`config.mk`:
```
export PLATFORM = sky130hd
export DESIGN_NAME = four_wire_nibble_frame_tx
export DESIGN_NICKNAME = d
export VERILOG_FILES = /design/src/sv/fwnf_pkg.sv /design/src/sv/four_wire_nibble_frame_tx.sv /design/src/sv/fwnf_csr.sv /design/src/sv/fwnf_engine.sv /design/src/sv/fwnf_out.sv
export VERILOG_INCLUDE_DIRS = /design/src /design/src/sv
export SDC_FILE = /design/constraint.sdc
export NUM_CORES = 1
export LEC_CHECK = 0
export BUFFER_PORTS_ARGS = -buffer_cell sky130_fd_sc_hd__buf_2
export CORE_AREA = 2 2 90 92
export CTS_BUF_LIST = sky130_fd_sc_hd__clkbuf_8
export DETAILED_ROUTE_END_ITERATION = 8
export DIE_AREA = 0 0 92 94
export GPL_TIMING_DRIVEN = 0
export PLACE_DENSITY_LB_ADDON = 0.1
export SYNTH_ARGS = -nofsm -noshare
export SYNTH_HDL_FRONTEND = slang
export SYNTH_SLANG_ARGS = --single-unit
```
`constraint.sdc`:
```
create_clock -name clock -period 4.27 [get_ports clock]
set_clock_uncertainty 0.2 [all_clocks]
set_input_delay 0.6405 -clock clock [delete_from_list [all_inputs] [get_ports clock]]
set_output_delay 0.6405 -clock clock [all_outputs]
set_load 0.01 [all_outputs]
```
`src/sv/four_wire_nibble_frame_tx_macros.svh`:
```
// Assertion macros shared by the nibble frame transmitter.
`ifndef FOUR_WIRE_NIBBLE_FRAME_TX_MACROS_SVH
`define FOUR_WIRE_NIBBLE_FRAME_TX_MACROS_SVH

// Same-cycle implication, disabled during reset.
`define FWNF_ASSERT_NOW(label, clk, rst, ante, cons) \
   label: assert property (@(posedge clk) disable iff (rst) (ante) |-> (cons)) \
      else $error("fwnf assertion failed");

// Next-cycle implication, disabled during reset.
`define FWNF_ASSERT_NEXT(label, clk, rst, ante, cons) \
   label: assert property (@(posedge clk) disable iff (rst) (ante) |=> (cons)) \
      else $error("fwnf assertion failed");

`endif

```
`src/sv/fwnf_pkg.sv`:
```
package fwnf_pkg;

   // Configuration register indexes.
   typedef enum logic [2:0] {
      REG_FRAME_PERIOD    = 3'd0,
      REG_DATA_BYTE_ZERO  = 3'd1,
      REG_DATA_BYTE_ONE   = 3'd2,
      REG_DATA_BYTE_TWO   = 3'd3,
      REG_DATA_BYTE_THREE = 3'd4
   } csr_index_type;

   localparam logic [14:0] PERIOD_RESET = 15'd500;
   localparam logic [7:0]  BYTE_ZERO_RESET = 8'd229;
   localparam logic [7:0]  BYTE_ONE_RESET = 8'd193;
   localparam logic [7:0]  BYTE_TWO_RESET = 8'd229;
   localparam logic [7:0]  BYTE_THREE_RESET = 8'd245;

   // Countdown values that bound the frame and its start field.
   localparam logic [14:0] FRAME_SLOTS = 15'd14;
   localparam logic [14:0] START_SLOTS_LOW = 15'd9;
   localparam logic [14:0] DATA_SLOTS = 15'd8;

   localparam logic [3:0] ALL_HIGH = 4'hF;
   localparam logic [3:0] ALL_LOW = 4'h0;

   // Configuration as seen by the frame engine.
   typedef struct packed {
      logic [14:0]     frame_period;
      logic [3:0][7:0] data_bytes;
   } cfg_type;

   // One result.
   typedef struct packed {
      logic [3:0] line_pins;
      logic       frame_end;
      logic [2:0] nibble_slot;
   } rsp_type;

endpackage

```
`src/sv/four_wire_nibble_frame_tx.sv`:
```
// Channel   Direction  Handshake              Payload
// req       in         req_valid/req_ready    req_tick
// rsp       out        rsp_valid/rsp_ready    rsp_line_pins, rsp_frame_end, rsp_nibble_slot
// csr       in         csr_valid/csr_ready    csr_index, csr_data
//
// Every request produces one response in the cycle after it is accepted; the
// frame state and the result register update in the same cycle.
// One request per cycle is sustained while rsp_ready is high; the result register sets the rate.
// Reset clears the countdown, nibble position, lines and result valid, and
// loads the register defaults. csr_ready is always high.
// A stalled response holds req_ready low until rsp_ready returns.
`include "four_wire_nibble_frame_tx_macros.svh"

module four_wire_nibble_frame_tx
   import fwnf_pkg::*;
#(
   parameter int unsigned NUM_BYTES = 4
)
(
   input  logic        clock,
   input  logic        reset,
   input  logic        req_valid,
   output logic        req_ready,
   input  logic        req_tick,
   output logic        rsp_valid,
   input  logic        rsp_ready,
   output logic [3:0]  rsp_line_pins,
   output logic        rsp_frame_end,
   output logic [2:0]  rsp_nibble_slot,
   input  logic        csr_valid,
   output logic        csr_ready,
   input  logic [2:0]  csr_index,
   input  logic [14:0] csr_data
);

   // Highest nibble position for the configured byte count.
   localparam logic [2:0] LAST_SLOT = 3'(2 * NUM_BYTES - 1);

   cfg_type cfg;
   rsp_type result;
   rsp_type rsp_data;
   logic    accept;
   logic    hold_accept;

   fwnf_csr u_csr (
      .clock     (clock),
      .reset     (reset),
      .csr_valid (csr_valid),
      .csr_ready (csr_ready),
      .csr_index (csr_index),
      .csr_data  (csr_data),
      .cfg       (cfg)
   );

   fwnf_engine #(
      .NUM_BYTES (NUM_BYTES)
   ) u_engine (
      .clock  (clock),
      .reset  (reset),
      .accept (accept),
      .tick   (req_tick),
      .cfg    (cfg),
      .result (result)
   );

   fwnf_out u_out (
      .clock     (clock),
      .reset     (reset),
      .req_valid (req_valid),
      .req_ready (req_ready),
      .accept    (accept),
      .result    (result),
      .rsp_valid (rsp_valid),
      .rsp_ready (rsp_ready),
      .rsp_data  (rsp_data)
   );

   assign rsp_line_pins = rsp_data.line_pins;
   assign rsp_frame_end = rsp_data.frame_end;
   assign rsp_nibble_slot = rsp_data.nibble_slot;

   // An accepted request that carries no tick.
   assign hold_accept = accept && !req_tick;

   // A frame always ends with all lines low.
   `FWNF_ASSERT_NOW(a_end_lines_low, clock, reset, rsp_valid && rsp_frame_end, rsp_line_pins == 4'h0)
   // Requests are refused only while a response is stalled.
   `FWNF_ASSERT_NOW(a_ready_stall, clock, reset, !req_ready, rsp_valid && !rsp_ready)
   // A hold request never ends a frame.
   `FWNF_ASSERT_NEXT(a_hold_no_end, clock, reset, hold_accept, rsp_valid && !rsp_frame_end)
   // The nibble position stays within the configured bytes.
   `FWNF_ASSERT_NOW(a_slot_range, clock, reset, rsp_valid, rsp_nibble_slot <= LAST_SLOT)

endmodule

```
`src/sv/fwnf_csr.sv`:
```
module fwnf_csr
   import fwnf_pkg::*;
(
   input  logic        clock,
   input  logic        reset,
   input  logic        csr_valid,
   output logic        csr_ready,
   input  logic [2:0]  csr_index,
   input  logic [14:0] csr_data,
   output cfg_type     cfg
);

   cfg_type cfg_ff;
   cfg_type cfg_in;

   assign csr_ready = 1'b1;

   // Register decode; unknown indexes are dropped.
   always_comb begin
      cfg_in = cfg_ff;
      if (csr_valid) begin
         unique case (csr_index)
            REG_FRAME_PERIOD:    cfg_in.frame_period = csr_data;
            REG_DATA_BYTE_ZERO:  cfg_in.data_bytes[0] = csr_data[7:0];
            REG_DATA_BYTE_ONE:   cfg_in.data_bytes[1] = csr_data[7:0];
            REG_DATA_BYTE_TWO:   cfg_in.data_bytes[2] = csr_data[7:0];
            REG_DATA_BYTE_THREE: cfg_in.data_bytes[3] = csr_data[7:0];
            default:             cfg_in = cfg_ff;
         endcase
      end
   end

   always_ff @(posedge clock) begin
      if (reset) begin
         cfg_ff.frame_period <= PERIOD_RESET;
         cfg_ff.data_bytes[0] <= BYTE_ZERO_RESET;
         cfg_ff.data_bytes[1] <= BYTE_ONE_RESET;
         cfg_ff.data_bytes[2] <= BYTE_TWO_RESET;
         cfg_ff.data_bytes[3] <= BYTE_THREE_RESET;
      end else begin
         cfg_ff <= cfg_in;
      end
   end

   assign cfg = cfg_ff;

endmodule

```
`src/sv/fwnf_engine.sv`:
```
module fwnf_engine
   import fwnf_pkg::*;
#(
   parameter int unsigned NUM_BYTES = 4
)
(
   input  logic    clock,
   input  logic    reset,
   input  logic    accept,
   input  logic    tick,
   input  cfg_type cfg,
   output rsp_type result
);

   logic [14:0] countdown_ff;
   logic [14:0] countdown_in;
   logic [2:0]  position_ff;
   logic [2:0]  position_in;
   logic [3:0]  lines_ff;
   logic [3:0]  lines_in;
   logic        frame_end;

   logic [7:0]  cur_byte;
   logic [3:0]  nibble;
   logic [14:0] count_dec;
   logic [3:0]  count_less;
   logic [1:0]  line_idx;
   logic [3:0]  line_mask;
   logic        data_bit;

   // Current nibble: even positions send the high half.
   assign cur_byte = cfg.data_bytes[position_ff[2:1]];
   assign nibble = position_ff[0] ? cur_byte[3:0] : cur_byte[7:4];

   // Data slot pairs map countdown 8,7 to line 4 down to 2,1 to line 1.
   assign count_dec = countdown_ff - 15'd1;
   assign count_less = count_dec[3:0] - 4'd1;
   assign line_idx = count_less[2:1];
   assign line_mask = 4'b0001 << line_idx;
   assign data_bit = nibble[line_idx];

   // Next state for one accepted request.
   always_comb begin
      countdown_in = countdown_ff;
      position_in = position_ff;
      lines_in = lines_ff;
      frame_end = 1'b0;
      if (tick) begin
         if (countdown_ff == 15'd0) begin
            countdown_in = cfg.frame_period;
            lines_in = ALL_LOW;
         end else if (count_dec == 15'd0) begin
            frame_end = 1'b1;
            position_in = (position_ff == 3'(2 * NUM_BYTES - 1)) ? 3'd0 :
                          position_ff + 3'd1;
            countdown_in = cfg.frame_period;
            lines_in = ALL_LOW;
         end else begin
            countdown_in = count_dec;
            if (count_dec > START_SLOTS_LOW && count_dec <= FRAME_SLOTS) begin
               lines_in = ALL_HIGH;
            end else if (count_dec == START_SLOTS_LOW) begin
               lines_in = ALL_LOW;
            end else if (count_dec <= DATA_SLOTS) begin
               // The first slot of a pair starts from all lines low.
               if (!count_dec[0]) begin
                  lines_in = data_bit ? line_mask : ALL_LOW;
               end else if (data_bit) begin
                  lines_in = lines_ff | line_mask;
               end else begin
                  lines_in = lines_ff & ~line_mask;
               end
            end
         end
      end
   end

   always_ff @(posedge clock) begin
      if (reset) begin
         countdown_ff <= 15'd0;
         position_ff <= 3'd0;
         lines_ff <= ALL_LOW;
      end else if (accept) begin
         countdown_ff <= countdown_in;
         position_ff <= position_in;
         lines_ff <= lines_in;
      end
   end

   assign result.line_pins = lines_in;
   assign result.frame_end = frame_end;
   assign result.nibble_slot = position_in;

endmodule

```
`src/sv/fwnf_out.sv`:
```
module fwnf_out
   import fwnf_pkg::*;
(
   input  logic    clock,
   input  logic    reset,
   input  logic    req_valid,
   output logic    req_ready,
   output logic    accept,
   input  rsp_type result,
   output logic    rsp_valid,
   input  logic    rsp_ready,
   output rsp_type rsp_data
);

   logic    valid_ff;
   logic    valid_in;
   rsp_type data_ff;

   // A new request enters whenever the result register drains or is empty.
   assign req_ready = !valid_ff || rsp_ready;
   assign accept = req_valid && req_ready;

   always_comb begin
      valid_in = valid_ff;
      if (accept) begin
         valid_in = 1'b1;
      end else if (rsp_ready) begin
         valid_in = 1'b0;
      end
   end

   always_ff @(posedge clock) begin
      if (reset) begin
         valid_ff <= 1'b0;
      end else begin
         valid_ff <= valid_in;
      end
   end

   always_ff @(posedge clock) begin
      if (accept) begin
         data_ff <= result;
      end
   end

   assign rsp_valid = valid_ff;
   assign rsp_data = data_ff;

endmodule

```
Word level (Yosys, flattened, before mapping)
Index checks and enable logic that the tools add are counted.

storage, ports and cells
  bits in registers = 78
  input bits = 24
  output and inout bits = 11
  word-level logic and storage cells = 69

operators by class
  $add $sub $neg = 3
  order comparisons = 5
  equality and inequality tests = 6
  shift operators = 1
  mux-type cells = 23
  bitwise operators = 4
  reductions and logical operators = 15

operators with widths
  cell                                                              count
  2-to-1 mux 4 bit                                                  10
  less-or-equal comparator 15 x 4 -> 1 bit (second input constant)  2
  zero test 15 bit                                                  2
  2-to-1 mux 15 bit                                                 2
  binary-select mux 8 bit (select 2 bit)                            1
  == test 15 x 4 -> 1 bit (second input constant)                   1
  greater-than comparator 15 x 4 -> 1 bit (second input constant)   1
  subtractor 15 x 1 -> 15 bit (second input constant)               1
  2-to-1 mux 3 bit                                                  4
  AND reduction 2 bit                                               6
  2-to-1 mux 8 bit                                                  1
  == test 3 x 2 -> 1 bit (second input constant)                    2
  == test 3 bit (second input constant)                             2
  less-than comparator 2 x 3 -> 1 bit (second input constant)       2
  AND 4 bit                                                         1
  2-to-1 mux 1 bit                                                  4
  inverter 4 bit                                                    1
  bitwise OR 4 bit                                                  1
  left shift 1 x 2 -> 4 bit (first input constant)                  1
  adder 3 x 1 -> 3 bit (second input constant)                      1
  == test 3 x 1 -> 1 bit (second input constant)                    1
  zero test 3 bit                                                   1
  subtractor 3 x 1 -> 3 bit (second input constant)                 1
  binary-select mux 1 bit (select 2 bit)                            1
  other kinds (6)                                                   7

Logic depth before layout (Yosys ltp)
Gate-level depths: netlist of run 1.

  depth in word-level cells = 13
  mapped depth = 13
  depth with buffers taken out = 9

Modules after synthesis
Synthesis of run 1 repeated with hierarchy kept, for this count alone.

second synthesis, totals
  cell total of the unflattened synthesis = 470
  area, all modules = 4346.7 um^2

modules (own cells, without submodules)
  module       instances  cells an instance  area an instance (um^2)
  fwnf_engine  1          276                2149.6
  fwnf_csr     1          181                1901.8
  fwnf_out     1          13                 295.3

Worst setup path before layout of run 1
OpenSTA, ideal clock, no wires.

  path type = register to register
  start = register u_engine.countdown_ff[0]
  end = register u_out.data_ff, in the netlist u_out.rsp_data[0] (data pin)
  data arrival time = 2503 ps
  required time = 3810 ps
  setup slack = 1308 ps
  stages on the path, launching flop included = 11
  buffers on the path = 3
  clock period less this slack = 2962 ps
  cell sequence = dfxtp_1 buf_2 buf_2 inv_1 ha_1 clkbuf_1 nor4_1 o21a_1 nand4b_1 nor3_2 mux2_2

RTL lines
  element                   RTL line           text
  start: declaration        fwnf_engine.sv:15  logic [14:0] countdown_ff;
  start signal: assignment  fwnf_engine.sv:84  countdown_ff <= countdown_in;
  end signal: assignment    fwnf_out.sv:42     data_ff <= result;
  end: declaration          fwnf_out.sv:17     rsp_type data_ff;

==> results of run 1 <==
## power groups by stage
| stage | clock [uW] | combinational (uW) | sequential [uW] |
|---|---|---|---|
| final | 588 | 1200 | 872 |
| after global routing | 617 | 1320 | 879 |
| after CTS | 589 | 1170 | 869 |
| after detailed placement | 0 | 1160 | 886 |
| after global placement | 0 | 1150 | 884 |
| after floorplan | 0 | 884 | 872 |
## kinds of logic (layout without fill, tap and decap cells)
| group | Yosys count | in the layout | share of synthesized area, % |
|---|---|---|---|
| DFF | 78 | 78 | 39.8 |
| other | 1 | 1 | 0.0909 |
| adders and majority gates | 6 | 6 | 1.82 |
| and+or+nand+nor | 232 | 232 | 26.8 |
| xor gates and xnor gates | 6 | 6 | 1.46 |
| AOI/OAI and AO/OA | 105 | 105 | 16.4 |
| buffers and inverters | 42 | 91 | 4.19 |
| muxes | 31 | 31 | 9.49 |
## per-stage QoR
stage               hold WS (ns)  setup slack (ns)  area [um^2]  utilization [%]  total power (uW)
CTS                        0.259             0.607         4620             60.8              2630
global route               0.285             0.327         4620             60.8              2810
finish                     0.261             0.563         4620             60.8              2660
floorplan                  0.233              1.31         4130                -              1760
global placement           0.241             0.670         4420             58.1              2030
detailed placement         0.248             0.621         4420             58.1              2050
## per-layer routing
metal / track usage, % / part of all wire [%]
met3: 4.41 / 7.3
met2: 46.3 / 47
met4: 8.96 / 2.1
met5: 0 / 0
met1: 37.9 / 44
## final cells by class
type                            count  share of cell area [%]
Clock inverter                      7                    1.73
Timing Repair Buffer               33                    3.57
Tap cell                          102                    2.76
Buffer                             28                    2.60
Sequential cell                    78                    35.5
Multi-Input combinational cell    381                    50.0
Clock buffer                        9                    2.68
Inverter                           14                    1.14
## sequential cells by signal, indices dropped and copies added (netlist names)
| register | count |
|---|---|
| u_csr.cfg | 47 |
| u_out.rsp_data | 8 |
| u_out.rsp_valid | 1 |
| u_engine.lines_ff | 4 |
| u_engine.countdown_ff | 15 |
| u_engine.position_ff | 3 |
## worst max path at each step
stage / startpoint / endpoint / slack [ns] / cells after the start
after floorplan: u_engine.countdown_ff[0] / u_out.rsp_data[0] / 1.31 / 10
after CTS: u_engine.countdown_ff[0] / u_out.rsp_data[2] / 0.61 / 10
after global placement: u_engine.countdown_ff[0] / u_out.rsp_data[2] / 0.67 / 10
final: u_engine.countdown_ff[0] / u_out.rsp_data[2] / 0.56 / 10
after detailed placement: u_engine.countdown_ff[0] / u_out.rsp_data[2] / 0.62 / 10
after global routing: u_engine.countdown_ff[0] / u_engine.countdown_ff[4] / 0.33 / 12
## worst register-to-register path, stage by stage (launching register included)
cell,delay (ns)
dfxtp_1,0.36
buf_2,0.23
buf_2,0.24
inv_1,0.16
ha_1,0.31
clkbuf_1,0.26
nor4_1,0.33
o21a_1,0.28
nand4b_1,0.29
nor3_2,0.41
mux2_2,0.39
## cells in the final DEF, fill, tap and decap left out, drive strengths merged, types with 4 or more instances in the layout
cell type / netlist / final
o32ai: 4 / 4
nor3: 13 / 13
mux2: 5 / 5
nand4: 7 / 7
clkinv: 2 / 4
nor2: 33 / 33
buf: 11 / 44
nand3: 32 / 32
nor4: 6 / 6
edfxtp: 8 / 8
o21ai: 16 / 16
nand2: 110 / 110
a211o: 4 / 4
o211ai: 5 / 5
clkbuf: 17 / 26
a21oi: 40 / 40
inv: 12 / 15
a31oi: 6 / 6
nor2b: 7 / 7
or3: 9 / 9
mux4: 6 / 6
mux2i: 20 / 20
o31ai: 5 / 5
ha: 6 / 6
dfxtp: 70 / 70
==> out/qor.csv, run 1 <==
stage,metric,value,unit
run_status,outcome,"finished, final reports clean",
timing,setup TNS,0,ns
worst_hold_path,hold path start,u_csr.cfg[17],
floorplan,Starting Density,54.2,%
synthesis,Synth Area per Inst,8.23,um^2
setup_path,CP Launch Type,flip-flop,
synthesis,synthesized flop and latch total,78,
setup_path,critical path's top delay family,simple AND/OR/NAND/NOR gates,
clock_tree,"CTS clk-pin slew, worst paths",0.09,ns
global_route,GRT Total Usage,28.0,%
synthesis,"Top FF cell, synth",dfxtp_1,
drt,detailed-router iteration count before antenna repair,6,
synthesis,"Seq/Total Area, Yosys",39.8,%
worst_hold_path,Hold Path Depth,2,
global_route,number of global-route vias before repair,3682,
setup_path,RR Startpoint,u_engine.countdown_ff[0],
timing,Final min period,3.71,ns
placement,final HPWL from detailed placement,8140,um
clock_tree,hold_buf cts,0,
global_route,first-pass GRT wire length,18800,um
setup_path,worst-path fanout max,10,
timing,setup violators final,0,
timing,fin crit share,86.8,%
power,combinational share of power,45.1,%
clock_tree,post-CTS setup buffer count,0,
finish,area of the multi-input gates,2310,um^2
power,Peak VDD IR,251,uV
finish,antenna cells,0,
setup_path,"Arr. time, crit path",3.63,ns
setup_path,Crit path buffers/inverters,4,
synthesis,top cell type by total area after synthesis,dfxtp_1,
finish,final std cells w/o fill,652,
clock_tree,Root Driver,clkbuf_8,
power,clock network fraction of total power,22.1,%
setup_path,"slowest stage delay, CP",0.41,ns
drt,DRT iter0 DRCs,300,
floorplan,Die W,92,um
setup_path,crit-path cells,buf_2 > buf_2 > inv_1 > ha_1 > clkbuf_1 > nor4_1 > o21a_1 > nand4b_1 > nor3_2 > mux2_2,
drt,via/cell ratio,6.03,
synthesis,Mapped Area,4130,um^2
floorplan,die area,8650,um^2
timing,"Hold Vio Cnt, Final",0,
finish,final net count,575,
finish,Syn-to-layout area delta,12.0,%
timing,FMAX,270,MHz
synthesis,Ys Warns,0,
power,Leak Pwr,0.00180,uW
synthesis,top cell type's share of synthesized area,34.0,%
finish,layout cell share with drive strength beyond 1,14.5,%
finish,FF/Latch Area,1640,um^2
setup_path,critical path class,flip-flop to flip-flop,
global_route,largest net degree at the start of global routing,16,
finish,# fillers,715,
clock_tree,clk sinks,78,
timing,fin. max-slew vios,0,
clock_tree,clock buffer depth,2,
setup_path,slowest CP cell,nor3_2,
floorplan,core area,7610,um^2
drt,"antenna viol nets, final",0,
synthesis,"EDFF count, synth",8,
synthesis,Synth Net Count,531,
placement,Inst Count DP,636,
drt,Residual DRC,0,
setup_path,crit-path most repeated cell,buf_2,
synthesis,Synth cell types,62,
setup_path,Reg2Reg Capture Point,u_out.rsp_data[2],
timing,Worst-Margin Slew,1.00,ns
synthesis,most frequent cell after synthesis,nand2_1,
worst_hold_path,min-delay worst type,flip-flop to flip-flop,
setup_path,CP Capture Type,flip-flop,
global_route,Congestion Overflow GR,0,
floorplan,DIE HEIGHT,94,um
power,internal power,1510,uW
worst_hold_path,worst hold endpoint,u_csr.cfg[17],
placement,Placer Congestion,0.953,
synthesis,Mapped Cells,501,
synthesis,Post-synth top cells,"nand2_1 (110), dfxtp_1 (70), a21oi_1 (40)",
power,NetSw,1150,uW
drt,final wirelength,11400,um
synthesis,Synth area leaders,"dfxtp_1 (34%), nand2_1 (10%), edfxtp_1 (5.8%)",
clock_tree,CTS tree,yes,
drt,WL/cell,17.4,um
floorplan,floorplan row count,32,
setup_path,Worst EP required,4.19,ns
timing,Rel. slew slack,32.9,%
power,Sw Ratio,43.4,%
setup_path,FF-to-FF setup slack,0.56,ns
drt,via count,3932,
clock_tree,H-tree Lvls,3,
timing,RSZ-0062 raised after global routing,no,
placement,Buffers on Ports,33,
run,number of max-cap violations,0,
synthesis,"FFs w/ async S/R, synth",0,%
power,pwr/cell area,576,nW/um^2
clock_tree,total CTS buffers,9,
global_route,initial antenna violation count,0,
setup_path,Worst Reg-to-Reg Cells,10,
clock_tree,clock latency on the worst-skew pair,0.36,ns
power,sequential cell fraction of total power,32.8,%
clock_tree,post-CTS resize count,0,
floorplan,Ports,35,
Note: power is estimated with default switching activity, not from simulation.
==> inputs of run 2 (changes only) <==
--- a/config.mk
+++ b/config.mk
@@ -13,6 +13,7 @@
 export DIE_AREA = 0 0 92 94
 export GPL_TIMING_DRIVEN = 0
 export PLACE_DENSITY_LB_ADDON = 0.1
+export RECOVER_POWER = 100
 export SYNTH_ARGS = -nofsm -noshare
 export SYNTH_HDL_FRONTEND = slang
 export SYNTH_SLANG_ARGS = --single-unit
==> run 2 against run 1 <==
Critical path depth unchanged. Register-to-register slack worse by 0.17 ns. Final cell count is the same. Largest cell class unchanged. Clock-buffer cell count unchanged. Highest routed layer unchanged. Non-clock buffer count is the same. Combinational power hardly changed.
==> out/qor.csv, run 2 (synthesized netlist as in run 1, its figures left out) <==
stage,metric,value,unit
floorplan,Die W,92,um
finish,design area,4590,um^2
global_route,number of global-route vias before repair,3682,
timing,fin. max-slew vios,0,
finish,"commonest cells after routing, fill and taps aside","nand2_1 (110), dfxtp_1 (70), a21oi_1 (40)",
clock_tree,H-tree Lvls,3,
clock_tree,"CTS clk-pin slew, worst paths",0.09,ns
finish,Syn-to-layout area delta,11.3,%
setup_path,FF-to-FF setup slack,0.40,ns
finish,layout cell share with drive strength beyond 1,11.3,%
run_status,outcome,"finished, final reports clean",
power,pwr/cell area,577,nW/um^2
finish,Largest register FFs,47,
finish,"most common cell after layout, fill and taps aside",nand2_1,
drt,via/cell ratio,5.97,
clock_tree,clock latency on the worst-skew pair,0.36,ns
clock_tree,clock buffer depth,2,
placement,final HPWL from detailed placement,8140,um
global_route,first-pass GRT wire length,18800,um
floorplan,floorplan row count,32,
placement,Buffers on Ports,33,
clock_tree,CTS tree,yes,
setup_path,critical path class,flip-flop to flip-flop,
drt,"antenna viol nets, final",0,
timing,Worst-Margin Slew,0.990,ns
power,Peak VDD IR,250,uV
drt,final wirelength,11300,um
global_route,GRT Total Usage,28.0,%
timing,Rel. slew slack,33.7,%
setup_path,Worst Reg-to-Reg Cells,10,
drt,WL/cell,17.4,um
finish,final std cells w/o fill,652,
global_route,initial antenna violation count,0,
global_route,largest net degree at the start of global routing,16,
finish,final net count,575,
timing,Final min period,3.87,ns
timing,FMAX,258,MHz
placement,Placer Congestion,0.953,
timing,setup violators final,0,
setup_path,"Arr. time, crit path",3.79,ns
clock_tree,Root Driver,clkbuf_8,
floorplan,Starting Density,54.2,%
setup_path,CP Launch Type,flip-flop,
global_route,Congestion Overflow GR,0,
run,number of max-cap violations,0,
worst_hold_path,min-delay worst type,flip-flop to flip-flop,
placement,placed cell area,4420,um^2
finish,antenna cells,0,
floorplan,die area,8650,um^2
placement,Inst Count DP,636,
timing,fin crit share,90.7,%
setup_path,CP Capture Type,flip-flop,
power,Leak Pwr,0.00176,uW
timing,"Hold Vio Cnt, Final",0,
floorplan,core area,7610,um^2
timing,RSZ-0062 raised after global routing,no,
setup_path,Worst EP required,4.19,ns
timing,setup TNS,0,ns
drt,DRT iter0 DRCs,325,
floorplan,DIE HEIGHT,94,um
setup_path,worst-path fanout max,10,
clock_tree,hold_buf cts,0,
drt,detailed-router iteration count before antenna repair,5,
drt,via count,3894,
floorplan,Ports,35,
clock_tree,post-CTS setup buffer count,0,
clock_tree,post-CTS resize count,0,
clock_tree,total CTS buffers,9,
drt,Residual DRC,0,
worst_hold_path,Hold Path Depth,2,
clock_tree,clk sinks,78,
-- run 2: cell type report --
cell class,instances,area [um^2]
Timing Repair Buffer,33,149
Tap cell,102,128
Clock buffer,9,124
Clock inverter,7,80.1
Fill cell,725,3010
Buffer,28,118
Multi-Input combinational cell,381,2300
Inverter,14,52.6
Sequential cell,78,1640
-- run 2: path summary, 6_finish.rpt --
check                           start           endpoint
max          u_engine.countdown_ff[0]  u_out.rsp_data[2]
max reg2reg  u_engine.countdown_ff[0]  u_out.rsp_data[2]
min reg2reg             u_csr.cfg[17]      u_csr.cfg[17]
min                     u_csr.cfg[17]      u_csr.cfg[17]
-- run 2: stage by stage --
stage / power, uW / utilization, % / hold WS, ns / worst slack, ns
2_1_floorplan: 1760 / - / 0.233 / 1.31
3_3_place_gp: 2030 / 58.1 / 0.241 / 0.670
3_5_place_dp: 2050 / 58.1 / 0.248 / 0.621
4_1_cts: 2630 / 60.8 / 0.259 / 0.607
5_1_grt: 2810 / 60.4 / 0.285 / 0.183
6_report: 2650 / 60.4 / 0.259 / 0.397
-- run 2: per-layer routing --
| layer | global-route usage (%) | part of all wire, % | vias up |
|---|---|---|---|
| met4 | 8.96 | 2.0 | 0 |
| met5 | 0 | 0 | - |
| met2 | 46.3 | 47 | 160 |
| met1 | 37.9 | 44 | 1834 |
| li1 | - | - | 1880 |
| met3 | 4.41 | 7.0 | 20 |
-- run 2: critical path: stages, from the launching register on --
cell,delay [ns]
dfxtp_1,0.37
buf_2,0.23
buf_2,0.24
inv_1,0.16
ha_1,0.31
clkbuf_1,0.27
nor4_1,0.33
o21a_1,0.28
nand4b_1,0.26
nor3_1,0.56
mux2_2,0.41
-- run 2: power breakdown --
group | leakage (uW) | internal (uW) | switching, uW | total, uW
Sequential | 0.000651 | 802 | 69.1 | 871
Clock | 0.000102 | 278 | 309 | 588
Combinational | 0.00101 | 422 | 769 | 1190
Total | 0.00176 | 1500 | 1150 | 2650
